[config.mk]
export PLATFORM = sky130hd
export DESIGN_NAME = pulse_capture_trimmed_mean
export DESIGN_NICKNAME = d
export VERILOG_FILES = /design/src/rtl/ptm_pkg.sv /design/src/rtl/ptm_ram.sv /design/src/rtl/ptm_alu.sv /design/src/rtl/ptm_capture.sv /design/src/rtl/ptm_filter.sv /design/src/rtl/pulse_capture_trimmed_mean.sv
export SDC_FILE = /design/constraint.sdc
export NUM_CORES = 1
export LEC_CHECK = 0
export BUFFER_PORTS_ARGS = -buffer_cell sky130_fd_sc_hd__buf_2
export CORE_MARGIN = 4
export CORE_UTILIZATION = 50
export DETAILED_ROUTE_END_ITERATION = 6
export PLACE_DENSITY = 0.73
export SLEW_MARGIN = 20
export SYNTH_ARGS = -nofsm -noshare
export SYNTH_HDL_FRONTEND = slang
export SYNTH_SLANG_ARGS = --single-unit
export TNS_END_PERCENT = 10
[constraint.sdc]
create_clock -name clock -period 8.06 [get_ports clock]
set_input_delay 0 -clock clock [delete_from_list [all_inputs] [get_ports clock]]
set_output_delay 0 -clock clock [all_outputs]
set_load 0.01 [all_outputs]
[src/rtl/ptm_pkg.sv]
package ptm_pkg;

   localparam int SAMPLE_COUNT_DEF = 5;
   localparam int WRAP_LIMIT_DEF   = 63;

   localparam int CAP_W       = 16;
   localparam int WRAP_W      = 6;
   localparam int SAMPLE_W    = WRAP_W + CAP_W;
   localparam int SUM_W       = SAMPLE_W + 2;
   localparam int AVG_W       = 23;
   localparam int OFFSET_W    = 8;
   localparam int CSR_INDEX_W = 2;
   localparam int CSR_DATA_W  = 8;
   localparam int REQ_USER_W  = 3;
   localparam int RSP_DATA_W  = 24;

   localparam logic [CSR_INDEX_W-1:0] CSR_LEVEL_MODE    = 2'd0;
   localparam logic [CSR_INDEX_W-1:0] CSR_RESULT_OFFSET = 2'd1;

   localparam logic [OFFSET_W-1:0] OFFSET_RESET = 8'd3;
   localparam logic [CAP_W-1:0]    CAP_MAX      = 16'hFFFF;

   // ceil(2**(SUM_W+1) / 3): exact floor division by three for SUM_W-bit sums
   localparam int                  DIV3_SHIFT   = SUM_W + 1;
   localparam logic [SUM_W-1:0]    DIV3_RECIP   = 24'hAAAAAB;

   typedef enum logic [1:0] {
      ST_IDLE,
      ST_SORT,
      ST_DIV,
      ST_OUT
   } flt_state_type;

   typedef enum logic {
      ALU_SUB,
      ALU_ADD
   } alu_op_type;

   typedef struct packed {
      logic                write;
      logic [SAMPLE_W-1:0] value;
   } sample_type;

endpackage

[src/rtl/ptm_ram.sv]
module ptm_ram #(
   parameter int WIDTH = 8,
   parameter int DEPTH = 4
) (
   input  logic                     clock,
   input  logic                     wr_en,
   input  logic [$clog2(DEPTH)-1:0] wr_addr,
   input  logic [WIDTH-1:0]         wr_data,
   input  logic [$clog2(DEPTH)-1:0] rd_addr_a,
   input  logic [$clog2(DEPTH)-1:0] rd_addr_b,
   output logic [WIDTH-1:0]         rd_data_a,
   output logic [WIDTH-1:0]         rd_data_b
);

   logic [WIDTH-1:0] mem_ff [DEPTH];
   logic [WIDTH-1:0] rd_a_ff;
   logic [WIDTH-1:0] rd_b_ff;

   always_ff @(posedge clock) begin
      if (wr_en) begin
         mem_ff[wr_addr] <= wr_data;
      end
      rd_a_ff <= mem_ff[rd_addr_a];
      rd_b_ff <= mem_ff[rd_addr_b];
   end

   assign rd_data_a = rd_a_ff;
   assign rd_data_b = rd_b_ff;

endmodule

[src/rtl/ptm_alu.sv]
module ptm_alu (
   input  ptm_pkg::alu_op_type             op,
   input  logic [ptm_pkg::SUM_W-1:0]       a,
   input  logic [ptm_pkg::SUM_W-1:0]       b,
   output logic [ptm_pkg::SUM_W-1:0]       result,
   output logic                            borrow
);

   logic [ptm_pkg::SUM_W:0] full;

   always_comb begin
      unique case (op)
         ptm_pkg::ALU_ADD: full = {1'b0, a} + {1'b0, b};
         ptm_pkg::ALU_SUB: full = {1'b0, a} - {1'b0, b};
         default:          full = '0;
      endcase
   end

   // on subtract the top bit is set when a < b
   assign result = full[ptm_pkg::SUM_W-1:0];
   assign borrow = full[ptm_pkg::SUM_W];

endmodule

[src/rtl/ptm_capture.sv]
module ptm_capture #(
   parameter int WRAP_LIMIT = ptm_pkg::WRAP_LIMIT_DEF
) (
   input  logic                      clock,
   input  logic                      reset,
   input  logic                      accept,
   input  logic                      overflow,
   input  logic                      edge_seen,
   input  logic                      edge_rising,
   input  logic [ptm_pkg::CAP_W-1:0] capture_count,
   input  logic                      level_mode,
   output ptm_pkg::sample_type       sample
);

   localparam logic [ptm_pkg::WRAP_W-1:0] LIMIT = ptm_pkg::WRAP_W'(WRAP_LIMIT);

   logic                      started_ff, started_in;
   logic [ptm_pkg::WRAP_W-1:0] wrap_ff, wrap_in;
   logic                      expect_ff, expect_in;

   logic                       ovf_act;
   logic                       force_end;
   logic                       started_mid;
   logic [ptm_pkg::WRAP_W-1:0] wrap_mid;
   logic                       expect_mid;
   logic                       match;
   logic                       edge_end;
   logic [ptm_pkg::SAMPLE_W-1:0] meas;

   always_comb begin
      // overflow is handled before the edge
      ovf_act     = overflow && started_ff;
      force_end   = ovf_act && (wrap_ff >= LIMIT);
      started_mid = started_ff && !force_end;
      expect_mid  = expect_ff && !force_end;
      if (force_end) begin
         wrap_mid = '0;
      end else if (ovf_act) begin
         wrap_mid = wrap_ff + 1'b1;
      end else begin
         wrap_mid = wrap_ff;
      end

      match    = edge_seen && !force_end &&
                 (level_mode ? (edge_rising != expect_mid) : edge_rising);
      edge_end = match && started_mid;

      started_in = started_mid;
      wrap_in    = wrap_mid;
      expect_in  = expect_mid;
      if (match) begin
         started_in = !started_mid;
         wrap_in    = '0;
         expect_in  = !started_mid && level_mode;
      end

      meas = force_end ? {LIMIT, ptm_pkg::CAP_MAX} : {wrap_mid, capture_count};

      sample.write = accept && (force_end || edge_end) && (meas != '0);
      sample.value = meas;
   end

   always_ff @(posedge clock) begin
      if (reset) begin
         started_ff <= 1'b0;
         wrap_ff    <= '0;
         expect_ff  <= 1'b0;
      end else if (accept) begin
         started_ff <= started_in;
         wrap_ff    <= wrap_in;
         expect_ff  <= expect_in;
      end
   end

endmodule

[src/rtl/ptm_filter.sv]
module ptm_filter #(
   parameter int SAMPLE_COUNT = ptm_pkg::SAMPLE_COUNT_DEF
) (
   input  logic                         clock,
   input  logic                         reset,
   input  ptm_pkg::sample_type          sample,
   input  logic [ptm_pkg::OFFSET_W-1:0] result_offset,
   output logic                         ready,
   output logic                         rsp_valid,
   input  logic                         rsp_ready,
   output logic [ptm_pkg::AVG_W-1:0]    rsp_average_time
);

   localparam int AW     = $clog2(SAMPLE_COUNT);
   localparam int CW     = $clog2(SAMPLE_COUNT + 1);
   localparam int PROD_W = 2 * ptm_pkg::SUM_W;

   localparam logic [AW-1:0] LAST_IDX = AW'(SAMPLE_COUNT - 1);
   localparam logic [CW-1:0] J_END    = CW'(SAMPLE_COUNT);
   localparam logic [AW-1:0] WIN_LO   = AW'(SAMPLE_COUNT / 2 - 1);
   localparam logic [AW-1:0] WIN_HI   = AW'(SAMPLE_COUNT / 2 + 1);

   ptm_pkg::flt_state_type state_ff, state_in;

   logic [AW-1:0]               i_ff, i_in;
   logic [CW-1:0]               j_ff, j_in;
   logic [AW-1:0]               rank_ff, rank_in;
   logic [AW-1:0]               fill_ff, fill_in;
   logic [ptm_pkg::SUM_W-1:0]   acc_ff, acc_in;
   logic                        rsp_valid_ff, rsp_valid_in;
   logic [ptm_pkg::AVG_W-1:0]   rsp_data_ff, rsp_data_in;

   logic [ptm_pkg::SAMPLE_W-1:0] rd_a;
   logic [ptm_pkg::SAMPLE_W-1:0] rd_b;
   logic [AW-1:0]                rd_addr_b;

   ptm_pkg::alu_op_type         alu_op;
   logic [ptm_pkg::SUM_W-1:0]   alu_a;
   logic [ptm_pkg::SUM_W-1:0]   alu_b;
   logic [ptm_pkg::SUM_W-1:0]   alu_res;
   logic                        alu_borrow;

   logic [AW-1:0]     j_prev;
   logic              less;
   logic [AW-1:0]     rank_sum;
   logic              in_win;
   logic [PROD_W-1:0] div_prod;

   assign rd_addr_b = (j_ff == J_END) ? '0 : j_ff[AW-1:0];

   ptm_ram #(
      .WIDTH (ptm_pkg::SAMPLE_W),
      .DEPTH (SAMPLE_COUNT)
   ) u_store (
      .clock     (clock),
      .wr_en     (sample.write),
      .wr_addr   (fill_ff),
      .wr_data   (sample.value),
      .rd_addr_a (i_ff),
      .rd_addr_b (rd_addr_b),
      .rd_data_a (rd_a),
      .rd_data_b (rd_b)
   );

   ptm_alu u_alu (
      .op     (alu_op),
      .a      (alu_a),
      .b      (alu_b),
      .result (alu_res),
      .borrow (alu_borrow)
   );

   always_comb begin
      // rank of entry i: entries below it, ties broken by position
      j_prev   = AW'(j_ff - 1'b1);
      less     = alu_borrow || ((alu_res == '0) && (j_prev < i_ff));
      rank_sum = rank_ff + AW'(less);
      in_win   = (rank_sum >= WIN_LO) && (rank_sum <= WIN_HI);
      div_prod = PROD_W'(acc_ff) * PROD_W'(ptm_pkg::DIV3_RECIP);

      alu_op = ptm_pkg::ALU_SUB;
      alu_a  = ptm_pkg::SUM_W'(rd_b);
      alu_b  = ptm_pkg::SUM_W'(rd_a);

      state_in     = state_ff;
      i_in         = i_ff;
      j_in         = j_ff;
      rank_in      = rank_ff;
      fill_in      = fill_ff;
      acc_in       = acc_ff;
      rsp_valid_in = rsp_valid_ff && !rsp_ready;
      rsp_data_in  = rsp_data_ff;

      unique case (state_ff)
         ptm_pkg::ST_IDLE: begin
            if (sample.write) begin
               fill_in = fill_ff + 1'b1;
               if (fill_ff == LAST_IDX) begin
                  fill_in  = '0;
                  state_in = ptm_pkg::ST_SORT;
                  i_in     = '0;
                  j_in     = '0;
                  rank_in  = '0;
                  acc_in   = '0;
               end
            end
         end
         ptm_pkg::ST_SORT: begin
            if (j_ff == J_END) begin
               if (in_win) begin
                  acc_in = acc_ff + ptm_pkg::SUM_W'(rd_a);
               end
               rank_in = '0;
               j_in    = '0;
               if (i_ff == LAST_IDX) begin
                  state_in = ptm_pkg::ST_DIV;
               end else begin
                  i_in = i_ff + 1'b1;
               end
            end else begin
               j_in = j_ff + 1'b1;
               if (j_ff != '0) begin
                  rank_in = rank_sum;
               end
            end
         end
         ptm_pkg::ST_DIV: begin
            // divide by three through a reciprocal multiply
            acc_in   = ptm_pkg::SUM_W'(div_prod[PROD_W-1:ptm_pkg::DIV3_SHIFT]);
            state_in = ptm_pkg::ST_OUT;
         end
         ptm_pkg::ST_OUT: begin
            alu_op = ptm_pkg::ALU_ADD;
            alu_a  = acc_ff;
            alu_b  = ptm_pkg::SUM_W'(result_offset);
            if (!rsp_valid_ff || rsp_ready) begin
               rsp_valid_in = 1'b1;
               rsp_data_in  = alu_res[ptm_pkg::AVG_W-1:0];
               state_in     = ptm_pkg::ST_IDLE;
            end
         end
         default: begin
            state_in = ptm_pkg::ST_IDLE;
         end
      endcase
   end

   always_ff @(posedge clock) begin
      if (reset) begin
         state_ff     <= ptm_pkg::ST_IDLE;
         fill_ff      <= '0;
         rsp_valid_ff <= 1'b0;
      end else begin
         state_ff     <= state_in;
         fill_ff      <= fill_in;
         rsp_valid_ff <= rsp_valid_in;
      end
   end

   always_ff @(posedge clock) begin
      i_ff        <= i_in;
      j_ff        <= j_in;
      rank_ff     <= rank_in;
      acc_ff      <= acc_in;
      rsp_data_ff <= rsp_data_in;
   end

   assign ready            = (state_ff == ptm_pkg::ST_IDLE);
   assign rsp_valid        = rsp_valid_ff;
   assign rsp_average_time = rsp_data_ff;

endmodule

[src/rtl/pulse_capture_trimmed_mean.sv]
// Pulse width / period capture with a trimmed-mean filter.
// req channel: one beat per timer event. tuser carries the overflow, edge_seen
// and edge_rising flags, tdata the 16-bit capture count latched at the edge.
// Events that do not complete the sample buffer leave req_tready high, and
// the next beat may follow at once.
// Each nonzero measurement is written to a sample RAM of SAMPLE_COUNT entries.
// The beat that fills it starts the filter: the shared subtract unit ranks
// every entry against every other through the two RAM read ports, then the
// sum of the middle three is divided by three with a reciprocal multiply and
// result_offset is added. req_tready is low for that whole run, and
// rsp_tvalid rises at its end.
// rsp channel: one beat per full buffer, held in an output register; while it
// is stalled, further events are still taken, and only a second result waits
// with req_tready low until the first one is taken.
// csr channel: always ready; index 0 is level_mode, index 1 result_offset.
// Reset clears the measurement state and the sample count, sets level_mode
// to period and result_offset to 3, and drops any pending result.
module pulse_capture_trimmed_mean #(
   parameter int SAMPLE_COUNT = ptm_pkg::SAMPLE_COUNT_DEF,
   parameter int WRAP_LIMIT   = ptm_pkg::WRAP_LIMIT_DEF
) (
   input  logic                            clock,
   input  logic                            reset,

   input  logic                            req_tvalid,
   output logic                            req_tready,
   input  logic [ptm_pkg::CAP_W-1:0]       req_tdata,  // capture_count
   input  logic [ptm_pkg::REQ_USER_W-1:0]  req_tuser,  // overflow, edge_seen, edge_rising

   output logic                            rsp_tvalid,
   input  logic                            rsp_tready,
   output logic [ptm_pkg::RSP_DATA_W-1:0]  rsp_tdata,  // average_time, zero pad

   input  logic                            csr_valid,
   output logic                            csr_ready,
   input  logic [ptm_pkg::CSR_INDEX_W-1:0] csr_index,
   input  logic [ptm_pkg::CSR_DATA_W-1:0]  csr_data
);

   logic                         mode_ff;
   logic [ptm_pkg::OFFSET_W-1:0] offset_ff;

   logic                       accept;
   logic                       flt_ready;
   ptm_pkg::sample_type        sample;
   logic [ptm_pkg::AVG_W-1:0]  average_time;

   always_ff @(posedge clock) begin
      if (reset) begin
         mode_ff   <= 1'b0;
         offset_ff <= ptm_pkg::OFFSET_RESET;
      end else if (csr_valid) begin
         unique case (csr_index)
            ptm_pkg::CSR_LEVEL_MODE:    mode_ff   <= csr_data[0];
            ptm_pkg::CSR_RESULT_OFFSET: offset_ff <= csr_data;
            default: ;
         endcase
      end
   end

   assign csr_ready  = 1'b1;
   assign req_tready = flt_ready;
   assign accept     = req_tvalid && flt_ready;

   ptm_capture #(
      .WRAP_LIMIT (WRAP_LIMIT)
   ) u_capture (
      .clock         (clock),
      .reset         (reset),
      .accept        (accept),
      .overflow      (req_tuser[0]),
      .edge_seen     (req_tuser[1]),
      .edge_rising   (req_tuser[2]),
      .capture_count (req_tdata),
      .level_mode    (mode_ff),
      .sample        (sample)
   );

   ptm_filter #(
      .SAMPLE_COUNT (SAMPLE_COUNT)
   ) u_filter (
      .clock            (clock),
      .reset            (reset),
      .sample           (sample),
      .result_offset    (offset_ff),
      .ready            (flt_ready),
      .rsp_valid        (rsp_tvalid),
      .rsp_ready        (rsp_tready),
      .rsp_average_time (average_time)
   );

   assign rsp_tdata = ptm_pkg::RSP_DATA_W'(average_time);

endmodule
==> results of run 1 <==
layer usage:
layer	track usage, %	routed length (um)	up-vias	part of all wire (%)
met4	5.94	1460	2	2.5
li1	-	-	7644	-
met1	30.2	24400	8129	42
met3	1.79	2280	83	3.9
met5	0	13	-	0.022
met2	43.6	30400	393	52
cell families after synthesis:
group | synth area share, %
adders and majority gates | 36.7
buffers and inverters | 7.75
and+or+nand+nor | 8.85
AOI/OAI and AO/OA | 8.76
DFF | 27.7
muxes | 6.85
xor gates and xnor gates | 3.41
other | 0.0328
cells in the mapped netlist, drive strengths merged (10+ instances only):
library cell | number | area, um^2
a211oi | 15 | 113
a21o | 31 | 233
a21oi | 77 | 393
buf | 13 | 67.6
clkbuf | 36 | 136
dfxtp | 67 | 1340
edfxtp | 166 | 4980
fa | 219 | 4380
ha | 320 | 4000
inv | 418 | 1570
mux2 | 39 | 439
mux2i | 63 | 631
mux4 | 22 | 495
nand2 | 178 | 671
nand2b | 28 | 175
nand3 | 25 | 125
nor2 | 104 | 390
nor3 | 27 | 140
nor4 | 11 | 68.8
o21a | 10 | 76.3
o21ai | 75 | 379
o22ai | 16 | 100
xnor2 | 53 | 464
xor2 | 36 | 315
critical path, cell delays in order (launching register included):
cell	delay, ns
edfxtp_1	0.64
ha_1	0.45
inv_1	0.14
fa_1	0.48
fa_1	0.55
inv_1	0.05
fa_1	0.42
fa_1	0.56
inv_1	0.06
fa_1	0.48
inv_1	0.05
fa_1	0.48
ha_1	0.35
a21oi_1	0.33
o22ai_1	0.13
a211oi_1	0.18
o211ai_1	0.36
a31oi_1	0.29
o211ai_1	0.23
a41o_1	0.35
a221oi_1	0.37
xor2_1	0.21
o22ai_1	0.10
metrics by stage:
step,util [%],area [um^2]
2_1_floorplan,-,22900
3_3_place_gp,52.9,23900
3_5_place_dp,52.9,23900
4_1_cts,55.5,25100
5_1_grt,55.5,25100
6_report,55.5,25100
registers in the layout (all words and copies together), names as in the netlist, 2 cells and up:
register / flops
offset_ff: 8
u_capture.wrap_ff: 6
u_filter.acc_ff: 24
u_filter.fill_ff: 3
u_filter.i_ff: 3
u_filter.j_ff: 3
u_filter.rank_ff: 3
u_filter.rsp_average_time: 23
u_filter.state_ff: 2
u_filter.u_store.mem_ff: 110
u_filter.u_store.rd_data_a: 22
u_filter.u_store.rd_data_b: 22
final timing paths:
path | from | to | slack, ns | cells after the start
worst max register to register | u_filter.acc_ff[18] | u_filter.acc_ff[16] | 0.51 | 22
worst min register to register | u_filter.u_store.mem_ff[4][6] | u_filter.u_store.rd_data_a[6] | 0.46 | 2
worst min-delay path | req_tuser[2] | u_capture.expect_ff | 0.08 | 5
worst max-delay path | u_filter.acc_ff[18] | u_filter.acc_ff[16] | 0.51 | 22
area by class of cell:
class / instances / area share, %
well taps: 600 / 2.99
repair buffers: 126 / 3.55
multi-input cells: 1498 / 58.9
clock buffers: 35 / 2.93
clock inverters: 6 / 0.224
flip-flops and latches: 233 / 25.2
inverters: 418 / 6.24
placed cells by master, fill, tap and decap left out, types with 6 or more instances in the layout:
master / synthesis / final
buf_2: 3 / 58
o211ai_1: 6 / 6
edfxtp_1: 166 / 166
o221ai_1: 7 / 7
nor4_1: 11 / 11
ha_1: 320 / 319
nor3_1: 26 / 24
inv_1: 418 / 418
buf_4: 2 / 31
nand2b_1: 28 / 28
a21o_1: 31 / 31
and3_1: 9 / 9
o21a_1: 9 / 9
and2_1: 7 / 7
fa_1: 219 / 219
mux4_2: 22 / 22
clkbuf_16: 0 / 27
mux2i_1: 63 / 63
o21bai_1: 7 / 7
nand4_1: 9 / 9
o22ai_1: 16 / 16
a211oi_1: 15 / 14
xnor2_1: 53 / 53
o21ai_0: 71 / 71
xor2_1: 36 / 35
nor2_1: 104 / 101
nand2_1: 177 / 177
dlygate4sd3_1: 0 / 37
nor2b_1: 9 / 9
mux2_2: 39 / 39
nand3_1: 25 / 25
or3_1: 6 / 6
a31oi_1: 6 / 6
a21oi_1: 75 / 74
dfxtp_1: 67 / 67
what timing repair did:
action,CTS,global route
hold buffers,37,0
buffers inserted,0,3
endpoints found under the setup margin,0,5
endpoints found under the hold margin,103,0
gates resized for setup,0,1
==> run_results.csv, run 1 <==
group,metric,value,unit
floorplan,io_pins,61,
worst_setup_path,critical_path_class,"flip-flop to flip-flop",
detailed_routing,first_pass_iters,5,
global_route,grt_usage,23.6,%
global_route,grt_max_degree,53,
yosys,ys.warnings.count,0,
status,outcome,"finished, final reports clean",
finish,finalNonFillerCells,2916,
place,gp_congestion,0.956,
global_route,grt_pass1_vias,17200,
worst_setup_path,critPathCaptureType,"flip-flop",
finish,seqCellArea,6330,um^2
sta,tightestPinTransition,1.04,ns
place,numPortBuffers,58,
global_route,grt_pass1_wl,93.8,mm
sta,report.final.slew_viol_count,0,
worst_setup_path,cp-start-kind,"flip-flop",
global_route,grt_overflow,0,
flow_run,maxCapViolCount,0,
clock_tree,cts.sinks,233,
floorplan,dieArea,49200,um^2
detailed_routing,drt_iter0_markers,976,
clock_tree,cts_tree,"yes",
place,dp_hpwl,46.7,mm
floorplan,die_x,222,um
yosys,synth_flop_cell,"edfxtp_1",
finish,diodes,0,
yosys,syn_nets,2771,
yosys,async_flop_share,0,%
finish,nFillCells,3910,
sta,setup_viol,0,
floorplan,die_h,222,um
sta,finalHoldViolCount,0,
finish,synthToLayoutAreaGrowth,9.95,%
sta,fin_skew,0.00888,ns
finish,fin_nets,2873,
worst_setup_path,cp.arrival,7.78,ns
finish,multi_input_area,14800,um^2
yosys,synth_cells,2198,
sta,timing.hold.ws,0.0837,ns
detailed_routing,post_drt_wl_per_cell,20.1,um
sta,rsz0062_at_grt,"false",
detailed_routing,antenna_left,0,
floorplan,row_count,78,
finish,drive_gt1_share,9.20,%
floorplan,core,45300,um^2
yosys,synth_edf_count,166,
sta,fin_crit,7.55,ns
sta,max_freq,132,MHz
global_route,antenna_found_initial,1,
yosys,synth_cell_type_count,80,
clock_tree,clock_latency,0.52,ns
clock_tree,ctsHtreeMaxLevel,1,
yosys,synth-seq-area-share,27.7,%
place,dpl_worst_slack,0.358,ns
clock_tree,clk_pin_slew_worst_paths,0.06,ns
worst_setup_path,worstPathMaxFanout,9,
yosys,netlist_area,22900,um^2
yosys,ys_seq_elements,233,
sta,relSlewSlack,30.1,%
sta,finalSetupTns,0,ns
yosys,avgSynthCellArea,10.4,um^2
hold_path,min_path_type,"input pin to flip-flop",
place,dp.cells,2835,
sta,fin_ws,0.510,ns
sta,period_share,93.7,%
floorplan,initial_core_util,50.5,%
detailed_routing,wirelength,58.5,mm
detailed_routing,route.detailed.drc,0,
detailed_routing,num_vias,16300,
detailed_routing,viasPerCell,5.57,
clock_tree,clk_path_buf_depth,3,
worst_setup_path,required,8.29,ns
clock_tree,cts_root_buf,"clkbuf_16",
clock_tree,cts_buffers,23,
Power of run 1 is left out: the tool's default activity adds up to more than one toggle a clock period on the data nets, which glitch-free logic cannot reach.
==> run 2, diff against run 1 <==
- clock period: 8.06 -> 6.45 ns (I/O delays scaled with it)
==> run 2 against run 1 <==
The run now ends with setup timing left; die area unchanged; worst hold slack worse by 0.012 ns; critical path depth grew 2; count of clock-buffer cells in the layout down 8; fmax increased by 14%; register-to-register slack worse by 0.71 ns; core utilization up 5.8 points; first-iteration DRC count shrank 0.51%; clock skew is 0.0021 ns higher; non-clock buffer count up 267; critical path type unchanged; largest cell class unchanged.
==> run_results.csv, run 2 (same netlist as run 1, synthesis figures left out) <==
group,metric,value,unit
detailed_routing,antenna_left,0,
sta,period_share,103,%
place,dp_hpwl,49.7,mm
finish,synthToLayoutAreaGrowth,21.4,%
place,dp.cells,3079,
sta,max_freq,150,MHz
detailed_routing,num_vias,17400,
worst_setup_path,required,6.68,ns
finish,nFillCells,3620,
floorplan,dieArea,49200,um^2
sta,timing.hold.ws,0.0712,ns
worst_setup_path,critPathCaptureType,"flip-flop",
detailed_routing,drt_iter0_markers,971,
detailed_routing,wirelength,62.7,mm
sta,fin_ws,-0.199,ns
sta,fin_skew,0.0110,ns
finish,design_area,27800,um^2
finish,seqCellArea,6330,um^2
floorplan,die_h,222,um
finish,final_cell_mix,"inv_1 (409), ha_1 (298), buf_4 (287)",
status,outcome,"finished, violations left",
worst_setup_path,cp.arrival,6.88,ns
global_route,grt_pass1_wl,100,mm
sta,fin_crit,6.65,ns
worst_setup_path,cp-start-kind,"flip-flop",
sta,setup_viol,9,
floorplan,core,45300,um^2
finish,fin_nets,3140,
clock_tree,clk_path_buf_depth,3,
global_route,grt_pass1_vias,18700,
worst_setup_path,critical_path_class,"flip-flop to flip-flop",
global_route,antenna_found_initial,0,
floorplan,initial_core_util,50.5,%
floorplan,row_count,78,
floorplan,die_x,222,um
clock_tree,cts.sinks,233,
finish,largest_reg_flops,110,
flow_run,maxCapViolCount,0,
sta,rsz0062_at_grt,"true",
detailed_routing,post_drt_wl_per_cell,19.7,um
clock_tree,clk_pin_slew_worst_paths,0.07,ns
sta,tightestPinTransition,1.12,ns
global_route,grt_max_degree,35,
clock_tree,cts_buffers,23,
clock_tree,cts_tree,"yes",
finish,largest-register,"u_filter.u_store.mem_ff",
hold_path,min_path_type,"input pin to flip-flop",
finish,drive_gt1_share,22.0,%
clock_tree,clock_latency,0.54,ns
detailed_routing,first_pass_iters,5,
floorplan,io_pins,61,
finish,final_common_cell,"inv_1",
detailed_routing,viasPerCell,5.46,
place,placed_area,25800,um^2
finish,diodes,0,
place,numPortBuffers,58,
sta,report.final.slew_viol_count,0,
worst_setup_path,worstPathMaxFanout,4,
sta,relSlewSlack,24.8,%
sta,finalSetupTns,-0.919,ns
finish,multi_input_area,15400,um^2
global_route,grt_usage,25.4,%
sta,finalHoldViolCount,0,
place,gp_congestion,0.973,
clock_tree,ctsHtreeMaxLevel,1,
global_route,grt_overflow,0,
status,violations,"setup timing",
detailed_routing,route.detailed.drc,0,
clock_tree,cts_root_buf,"clkbuf_16",
finish,finalNonFillerCells,3184,
## run 2: changes by cell type in the layout (fill, tap and decap cells not counted), moves of 9 or more
cell and delta:
a21oi_2 +14, inv_2 +9, ha_1 -21, ha_4 +18, buf_4 +256, a21oi_1 -17
o21ai_0 -9, buf_6 +9, inv_1 -9
## run 2: through the flow
step                util [%]  setup slack, ns
finish                  61.3           -0.199
global route            61.3           -0.407
CTS                     60.9          -0.0409
detailed placement      57.0           -0.418
global placement        57.0           -0.258
floorplan                  -          -0.0280
## run 2: cell type report
type,instances,share of cell area [%]
inverter,418,5.65
timing repair buffer,393,10.7
clock inverter,15,0.518
sequential,233,22.8
multi-input combinational,1498,55.4
tap,600,2.70
clock buffer,27,2.24
## run 2: final timing paths
kind                             startpoint                             end  slack, ns  depth (start not counted)
max                     u_filter.acc_ff[16]             u_filter.acc_ff[13]      -0.20                         24
min reg2reg  u_filter.u_store.mem_ff[4][21]  u_filter.u_store.rd_data_a[21]       0.48                          2
max reg2reg             u_filter.acc_ff[16]             u_filter.acc_ff[13]      -0.20                         24
min                            req_tuser[2]             u_capture.expect_ff       0.07                          5
## run 2: routing by layer
metal	global-route usage (%)	up-vias	share of wire, %
met5	0	-	0
met3	2.26	150	3.7
met2	46.7	447	52
li1	-	8190	-
met1	30.7	8595	40
met4	10.5	0	4.9
## run 2: critical path, stage by stage, from the launching register on
cell	delay [ns]
edfxtp_1	0.43
buf_4	0.18
buf_6	0.11
ha_1	0.26
inv_1	0.05
fa_1	0.45
fa_1	0.55
fa_1	0.44
fa_1	0.49
inv_1	0.05
fa_1	0.50
fa_1	0.42
ha_1	0.33
buf_4	0.13
nand3_2	0.10
nor2_2	0.18
o211ai_1	0.15
o211ai_1	0.17
buf_4	0.21
a31oi_4	0.10
o211ai_1	0.27
a41o_1	0.31
a21oi_2	0.08
xor2_1	0.22
o32ai_2	0.14
## run 2: repair_timing
item	in CTS	in global routing
endpoints found under the setup margin	39	40
pin swaps	54	18
hold buffers	37	0
setup buffers	24	1
hold endpoints to repair	103	0
gates resized for setup	88	36
gates cloned	1	0
Power of run 2 is left out for the same reason.
